[config.mk]
export PLATFORM = sky130hd
export DESIGN_NAME = gdr_ctrl
export DESIGN_NICKNAME = d
export VERILOG_FILES = /design/src/rtl/gdr_pkg.sv /design/src/rtl/gdr_ctrl.sv
export SDC_FILE = /design/constraint.sdc
export NUM_CORES = 1
export LEC_CHECK = 0
export BUFFER_PORTS_ARGS = -buffer_cell sky130_fd_sc_hd__buf_2
export CAP_MARGIN = 20
export CORE_AREA = 2 2 39 41
export CTS_CLUSTER_DIAMETER = 120
export DETAILED_ROUTE_END_ITERATION = 8
export DIE_AREA = 0 0 41 43
export HOLD_SLACK_MARGIN = 0.1
export MAX_ROUTING_LAYER = met4
export PLACE_DENSITY = 0.52
export SKIP_LAST_GASP = 1
export SLEW_MARGIN = 20
export SYNTH_ARGS = -nofsm -noshare
export SYNTH_HDL_FRONTEND = slang
export SYNTH_SLANG_ARGS = --single-unit
[constraint.sdc]
create_clock -name i_clk -period 2.15 [get_ports i_clk]
set_input_delay 0.43 -clock i_clk [delete_from_list [all_inputs] [get_ports i_clk]]
set_output_delay 0.43 -clock i_clk [all_outputs]
set_load 0.01 [all_outputs]
[src/rtl/gdr_pkg.sv]
// Package: payload types, constants and command/status types of the grid ray caster.
`default_nettype none
package gdr_pkg;

    localparam int unsigned DEPTH_RESET = 20;
    localparam int unsigned DIST_W = 41;
    localparam logic [DIST_W-1:0] STEP_SAT = 41'h0FF_FFFF_FFFF;

    localparam logic ACT_WRITE = 1'b0;
    localparam logic ACT_CAST  = 1'b1;

    typedef struct packed {
        logic               action;
        logic [3:0]         cell_x;
        logic [3:0]         cell_y;
        logic [2:0]         cell_value;
        logic [15:0]        pos_x;
        logic [15:0]        pos_y;
        logic signed [15:0] dir_x;
        logic signed [15:0] dir_y;
    } t_in_item;

    typedef struct packed {
        logic        wall_hit;
        logic [2:0]  wall_kind;
        logic        hit_side;
        logic [15:0] perp_distance;
        logic [11:0] wall_fraction;
        logic [3:0]  hit_cell_x;
        logic [3:0]  hit_cell_y;
    } t_out_item;

    typedef struct packed {
        logic load;
        logic write_cell;
        logic div_start;
        logic init_side;
        logic step;
        logic check;
        logic frac_mul;
        logic finish_hit;
        logic finish_miss;
    } t_cmd;

    typedef struct packed {
        logic div_done;
        logic stop_miss;
        logic stop_hit;
    } t_status;

endpackage
`default_nettype wire

[src/rtl/gdr_ctrl.sv]
// Controller state machine sequencing writes and ray walks.
`default_nettype none
module gdr_ctrl (
    input  wire                  i_clk,
    input  wire                  i_rst_n,
    input  wire                  i_in_valid,
    output logic                 o_in_ready,
    input  wire                  i_action,
    input  wire gdr_pkg::t_status i_status,
    output gdr_pkg::t_cmd        o_cmd,
    input  wire                  i_out_busy
);
    import gdr_pkg::*;

    localparam logic [2:0] S_IDLE = 3'd0;
    localparam logic [2:0] S_DIV  = 3'd1;
    localparam logic [2:0] S_INIT = 3'd2;
    localparam logic [2:0] S_STEP = 3'd3;
    localparam logic [2:0] S_CHK  = 3'd4;
    localparam logic [2:0] S_FRAC = 3'd5;
    localparam logic [2:0] S_DONE = 3'd6;
    localparam logic [2:0] S_MISS = 3'd7;

    logic [2:0] r_state, n_state;

    assign o_in_ready = (r_state == S_IDLE);

    always_comb begin
        n_state = r_state;
        o_cmd = '0;
        case (r_state)
            S_IDLE: begin
                if (i_in_valid) begin
                    if (i_action == ACT_CAST) begin
                        o_cmd.load = 1'b1;
                        o_cmd.div_start = 1'b1;
                        n_state = S_DIV;
                    end else begin
                        o_cmd.write_cell = 1'b1;
                    end
                end
            end
            S_DIV: begin
                if (i_status.div_done) begin
                    n_state = S_INIT;
                end
            end
            S_INIT: begin
                o_cmd.init_side = 1'b1;
                n_state = S_STEP;
            end
            S_STEP: begin
                o_cmd.step = 1'b1;
                n_state = S_CHK;
            end
            S_CHK: begin
                o_cmd.check = 1'b1;
                if (i_status.stop_miss) begin
                    n_state = S_MISS;
                end else if (i_status.stop_hit) begin
                    n_state = S_FRAC;
                end else begin
                    n_state = S_STEP;
                end
            end
            S_FRAC: begin
                o_cmd.frac_mul = 1'b1;
                n_state = S_DONE;
            end
            S_DONE: begin
                if (!i_out_busy) begin
                    o_cmd.finish_hit = 1'b1;
                    n_state = S_IDLE;
                end
            end
            S_MISS: begin
                if (!i_out_busy) begin
                    o_cmd.finish_miss = 1'b1;
                    n_state = S_IDLE;
                end
            end
            default: n_state = S_IDLE;
        endcase
    end

    always_ff @(posedge i_clk) begin
        if (!i_rst_n) begin
            r_state <= S_IDLE;
        end else begin
            r_state <= n_state;
        end
    end

`ifndef NO_ASSERTIONS
    a_finish_one: assert property (@(posedge i_clk) disable iff (!i_rst_n)
        !(o_cmd.finish_hit && o_cmd.finish_miss))
        else $error("both finish commands");
    a_load_idle: assert property (@(posedge i_clk) disable iff (!i_rst_n)
        o_cmd.load |-> r_state == S_IDLE)
        else $error("load outside idle");
    a_step_check: assert property (@(posedge i_clk) disable iff (!i_rst_n)
        o_cmd.step |=> o_cmd.check)
        else $error("step not followed by check");
`endif
endmodule
`default_nettype wire

# Yosys cells after proc, flatten, opt, wreduce, memory -nomap -nowiden
# Index checks and enable logic that the tools add are counted.
# totals
ff_bits,3
out_inout_bits,10
elab_cells,33
# op_classes
n_eq_ne,11
muxes,18
n_reduce_logical,3
# ops
operator,n
2-to-1 mux 3 bit,8
one-hot mux 3 bit (7 select lines),1
"equality test 3 bit, second input constant",4
2-to-1 mux 1 bit,9
"equality test 3 x 2 -> 1 bit, second input constant",2
"inequality test 2 bit, second input constant",3
AND reduction 4 bit,1
"equality test 3 x 1 -> 1 bit, second input constant",1
logical NOT 3 bit,1
"inequality test 2 x 1 -> 1 bit, second input constant",1
OR reduction 2 bit,1

# Depth between registers and ports, before layout
# Gate-level depths: netlist of the first run.
# depth
ltp_word,4
depth_mapped,4
ltp_nobuf,3

# Worst setup path before layout of the first run
# Ideal clock, no wire load.
# synth_path
kind,register to output
startpoint,register r_state[2]
endpoint,output port o_cmd[8] in the netlist's numbering
arrival_ns,1.131
t_required_ns,1.720
setup_slack_ns,0.589
path_stages_with_launch,4
n_path_buf,1
path_cell_list,dfxtp_1 -> nor3_1 -> and3_1 -> buf_4
# synth_lines
item,line,source
from (decl),gdr_ctrl.sv:24,"logic [2:0] r_state, n_state;"
from (signal assigned),gdr_ctrl.sv:90,r_state <= n_state;
to (decl),gdr_ctrl.sv:10,"output gdr_pkg::t_cmd o_cmd,"

==> impl_metrics.json, run 1 <==
{
  "status": "finished clean",
  "synthCells": 35,
  "min_period_over_period_pct": 82.9,
  "grt_util_all_layers_pct": 8.54,
  "slew_viol_final": 0,
  "fmax_mhz": 561,
  "registers.top_by_ff_count": "r_state",
  "grt_overflow": 0,
  "met3_usage_pct": 3.14,
  "syn_avg_cell_area_um2": 7.15,
  "cts.path.max_buffers": 2,
  "met2_usage_pct": 10.0,
  "htreeDepth": 1,
  "ys_top_cells_by_area": "dfxtp_1 24%, nor3b_1 9.0%, nor3_1 8.0%, and3b_1 7.0%, buf_4 6.0%",
  "fin_total_pwr_uw": 208,
  "power_density_nw_per_um2": 583,
  "largest_register_ff_count": 3,
  "syn_area_um2": 250,
  "hold_ws_ns": 0.470,
  "finClkSkew_ns": 0.00522,
  "fp.dieW_um": 41,
  "io_pins": 18,
  "cp.required_ns": 1.72,
  "fin_cells": 68,
  "vias": 310,
  "cts_root_buf": "clkbuf_4",
  "fp.dieH_um": 43,
  "timing.setup.tns_ns": 0,
  "post-route-drc-count": 0,
  "internal-power_uw": 149,
  "crit_type": "flip-flop to output port",
  "slew_headroom_pct": 73.8,
  "final.min_clock_period_ns": 1.78,
  "drtAntennaViolNets": 0,
  "path_clk_slew_ns": 0.04,
  "cts_setup_buffers": 0,
  "comb_power_share_pct": 19.2,
  "clk_latency_ns": 0.23,
  "layout-area-overhead-vs-synth_pct": 42.5,
  "grt_pass1_wl_um": 903,
  "grt_max_degree": 15,
  "yosys.area.top_type_share_pct": 24.0,
  "antenna_found_initial": 0,
  "ys_ff_latch": 3,
  "viasPerCell": 4.56,
  "grt_pass1_vias": 233,
  "cts-hold-fix-buffers": 0,
  "dr.pass1.iters": 5,
  "diodes": 0,
  "tightest_slew_ns": 0.393,
  "cts_resized": 0,
  "p_seq_share_pct": 32.9,
  "crit_path_start_kind": "flip-flop",
  "synth_warnings": 0,
  "top_usage_layer": "met4",
  "crit_fanout": 14,
  "p_leak_uw": 0.000188,
  "synthesis.nets": 43,
  "place.gp.congestion": 0.636,
  "switching_share_pct": 28.1,
  "place_inst": 64,
  "wl_um": 658,
  "hp-class": "input pin to flip-flop",
  "port_buffers": 17,
  "synth.distinct_cells": 19,
  "hold_viol": 0,
  "cts_tree": "yes",
  "p_clk_share_pct": 47.9,
  "drive_gt1_share_pct": 38.5,
  "grt_use_met1_pct": 8.68,
  "setup_viol": 0,
  "wire_per_inst_um": 9.68,
  "grt_setup_unrepaired": "false",
  "drv_cap": 0,
  "worstSetupEndpointType": "output port",
  "yosysSeqAreaShare_pct": 24.0,
  "num_rows": 14,
  "drtIter0Drc": 5,
  "post_dp_cell_area_um2": 330,
  "cts_made_buffers": 3,
  "design_area_um2": 357,
  "netSwitchingPower_uw": 58.4,
  "start_util_pct": 18.1,
  "clock_sinks": 3,
  "synth_top_area_cell": "dfxtp_1",
  "core_area_um2": 1380,
  "fin_nets": 61,
  "largestRegisters": "r_state: 3 flops",
  "peakVddDrop_mv": 0.101,
  "dieArea_um2": 1760,
  "crit_arrival_ns": 1.35
}
## path summary, 6_finish.rpt
check,from,cells after the start,endpoint,slack [ns]
min,i_rst_n,2,r_state[1],0.47
min reg2reg,r_state[0],2,r_state[0],0.62
max,r_state[2],4,o_cmd[0],0.37
max reg2reg,r_state[1],3,r_state[2],0.99
## Yosys cell counts
| master | n |
|---|---|
| nor2_1 | 3 |
| and2_1 | 1 |
| and3b_1 | 2 |
| or3_1 | 1 |
| nand2_1 | 4 |
| a21oi_1 | 2 |
| nand3b_1 | 1 |
| buf_4 | 2 |
| a211oi_1 | 1 |
| o21ai_0 | 1 |
| dfxtp_1 | 3 |
| a31oi_1 | 1 |
| and3_1 | 1 |
| o211ai_1 | 1 |
| nor3b_1 | 3 |
| o211a_1 | 1 |
| o22ai_1 | 1 |
| buf_2 | 2 |
| nor3_1 | 4 |
## power by group through the flow
| stage | logic (uW) | registers (uW) | clock network [uW] |
|---|---|---|---|
| floorplan | 31.1 | 62.2 | 0 |
| global placement | 40.5 | 69.1 | 0 |
| detailed placement | 40.2 | 69.2 | 0 |
| CTS | 40.4 | 68.5 | 104 |
| global route | 45.8 | 69.7 | 111 |
| finish | 39.9 | 68.4 | 99.4 |
## layer usage
metal  vias to the layer above  part of all wire [%]  wire [um]
met3                         2                   7.1         47
met1                       135                    42        275
met4                         0                   2.0         13
met5                         -                     0          0
met2                        13                    49        322
li1                        160                     -          -
## through the flow
step	util, %	setup slack, ns
2_1_floorplan	-	0.589
3_3_place_gp	23.9	0.632
3_5_place_dp	23.9	0.630
4_1_cts	25.8	0.356
5_1_grt	25.8	0.262
6_report	25.8	0.368
## worst max-delay path: stages (launching register included)
cell and delay [ns]:
dfxtp_1 0.55, nand2_1 0.15, nor2_1 0.15, and2_1 0.14
buf_2 0.12
## final cells by class
type | instances | area, um^2
clock buffer | 4 | 26.3
fill | 166 | 1030
multi-input combinational | 28 | 165
sequential | 3 | 60.1
tap | 16 | 20.0
timing repair buffer | 17 | 85.1
## logic make-up after synthesis
kind of cell / count (synthesis) / share of synthesized area, %
AND/OR/NAND/NOR: 20 / 45.0
flip-flops: 3 / 24.0
buffers and inverters: 4 / 10.0
AO/OA/AOI/OAI: 8 / 21.0
## placed cells by master, fill, tap and decap left out
| cell type | Yosys | final |
|---|---|---|
| o21ai_0 | 1 | 1 |
| a21oi_1 | 2 | 2 |
| buf_2 | 2 | 17 |
| and3b_1 | 2 | 2 |
| clkbuf_4 | 0 | 3 |
| nor3_1 | 4 | 4 |
| or3_1 | 1 | 1 |
| nand2_1 | 4 | 4 |
| o211ai_1 | 1 | 1 |
| and3_1 | 1 | 1 |
| nor3b_1 | 3 | 3 |
| a31oi_1 | 1 | 1 |
| and2_1 | 1 | 1 |
| o211a_1 | 1 | 1 |
| clkbuf_1 | 0 | 1 |
| dfxtp_1 | 3 | 3 |
| nor2_1 | 3 | 3 |
| nand3b_1 | 1 | 1 |
| o22ai_1 | 1 | 1 |
| a211oi_1 | 1 | 1 |
Note: power is estimated with default switching activity, not from simulation.
==> run 2: changes to the inputs <==
==> constraint.sdc (replaced) <==
create_clock -name i_clk -period 1.7 [get_ports i_clk]
set_input_delay 0.34 -clock i_clk [delete_from_list [all_inputs] [get_ports i_clk]]
set_output_delay 0.34 -clock i_clk [all_outputs]
set_load 0.01 [all_outputs]
==> run 2 against run 1 <==
  * Power rose by 27%
  * Die area did not move
  * Count of clock-buffer cells in the layout did not move
  * Worst hold slack got worse by 0.096 ns
  * Routed wire length rose by 0.76%
  * Highest routed layer unchanged
  * Final cell count did not move
  * Cell area rose by 2.1%
  * Clock power rose by 26%
  * Setup slack got worse by 0.23 ns
  * Register-to-register slack got worse by 0.38 ns
  * Global-route usage did not move
==> impl_metrics.json, run 2 (synthesis results as in run 1) <==
{
  "finClkSkew_ns": 0.00533,
  "dr.pass1.iters": 5,
  "grt_pass1_vias": 233,
  "cts_tree": "yes",
  "peakVddDrop_mv": 0.127,
  "critPathBufInv": 1,
  "wl_met3_um": 44,
  "fin_cells": 68,
  "start_util_pct": 18.1,
  "layout-area-overhead-vs-synth_pct": 45.5,
  "path_cells": "nor3_2 -> and3_1 -> buf_2",
  "tightest_slew_ns": 0.383,
  "worstReg2RegStart": "r_state[1]",
  "hold_viol": 0,
  "cts.path.max_buffers": 2,
  "setup_viol": 0,
  "crit_path_start": "r_state[0]",
  "grt_max_degree": 15,
  "worst_path_largest_cell_delay_ns": 0.41,
  "cp.required_ns": 1.36,
  "post-route-drc-count": 0,
  "wl_um": 663,
  "antenna_found_initial": 0,
  "timing.setup.tns_ns": 0,
  "drtAntennaViolNets": 0,
  "fp.dieW_um": 41,
  "crit_arrival_ns": 1.22,
  "drv_cap": 0,
  "status": "finished clean",
  "cts_root_buf": "clkbuf_4",
  "num_rows": 14,
  "grt_util_all_layers_pct": 8.54,
  "drive_gt1_share_pct": 44.2,
  "diodes": 0,
  "worstSetupEndpointType": "output port",
  "p_leak_uw": 0.000190,
  "vias": 318,
  "registers.top_by_ff_count": "r_state",
  "core_area_um2": 1380,
  "cts_made_buffers": 3,
  "min_from": "i_rst_n",
  "n_fill_cell": 164,
  "grt_setup_unrepaired": "false",
  "hp-class": "input pin to flip-flop",
  "clock_sinks": 3,
  "fin_nets": 61,
  "min_period_over_period_pct": 91.8,
  "crit_family": "simple AND/OR/NAND/NOR gates",
  "grt_overflow": 0,
  "fmax_mhz": 641,
  "port_buffers": 17,
  "path_clk_slew_ns": 0.04,
  "largestRegisters": "r_state: 3 flops",
  "drtIter0Drc": 2,
  "viasPerCell": 4.68,
  "grt_pass1_wl_um": 903,
  "clk_latency_ns": 0.23,
  "htreeDepth": 1,
  "crit_fanout": 13,
  "layout_common_cells": "17 x buf_2, 4 x nand2_1",
  "multiInputGateArea_um2": 170,
  "layout_commonest_cell": "buf_2",
  "slew_viol_final": 0,
  "hold_ws_ns": 0.374,
  "crit_path_start_kind": "flip-flop",
  "crit_type": "flip-flop to output port",
  "power_density_nw_per_um2": 726,
  "final.min_clock_period_ns": 1.56,
  "cts-hold-fix-buffers": 0,
  "wire_per_inst_um": 9.75,
  "slowest_stage": "dfxtp_1",
  "regArea_um2": 62.6,
  "place.gp.congestion": 0.636,
  "highest_layer": "met4",
  "met1_length_um": 271,
  "io_pins": 18,
  "slew_headroom_pct": 74.4,
  "largest_register_ff_count": 3,
  "dieArea_um2": 1760,
  "place_inst": 64,
  "wl_met2_um": 333,
  "fp.dieH_um": 43
}
run 2: changes by cell type in the layout (fill, tap and decap cells not counted):
cell     delta
dfxtp_2     +2
nor3_1      -1
dfxtp_1     -2
nor3_2      +1
run 2: through the flow:
stage	total power [uW]	utilization [%]	cell area [um^2]	setup WS, ns
after floorplan	118	-	250	0.229
after global placement	139	23.9	330	0.272
after detailed placement	138	23.9	330	0.270
after CTS	269	25.9	358	0.0399
after global routing	288	26.3	364	0.0380
final	264	26.3	364	0.140
run 2: layout make-up:
cell class | count | area share (%)
flip-flops and latches | 3 | 17.2
clock buffers | 4 | 7.22
repair buffers | 17 | 23.4
well taps | 16 | 5.50
multi-input cells | 28 | 46.7
run 2: routing by layer:
layer  vias to the layer above  track usage (%)
met5                         -                -
met4                         0             12.0
met3                         2             3.14
met2                        13             10.0
met1                       141             8.68
li1                        162                -
run 2: worst paths after layout:
check / endpoint / slack (ns) / cells after the start
worst min register to register: r_state[2] / 0.62 / 2
worst min-delay path: r_state[1] / 0.37 / 2
worst max register to register: r_state[2] / 0.61 / 3
worst max-delay path: o_cmd[6] / 0.14 / 3
run 2: where the power goes:
part | switching, uW | leakage (uW) | internal [uW]
clock | 37.4 | 0.0000150 | 88.0
combinational | 24.2 | 0.000150 | 27.0
sequential | 12.4 | 0.0000254 | 75.2
run 2: timing repair:
action	4_1_cts	5_1_grt
resized for setup	1	2
endpoints found under the hold margin	0	0
setup endpoints to repair	1	4
setup buffers	0	0
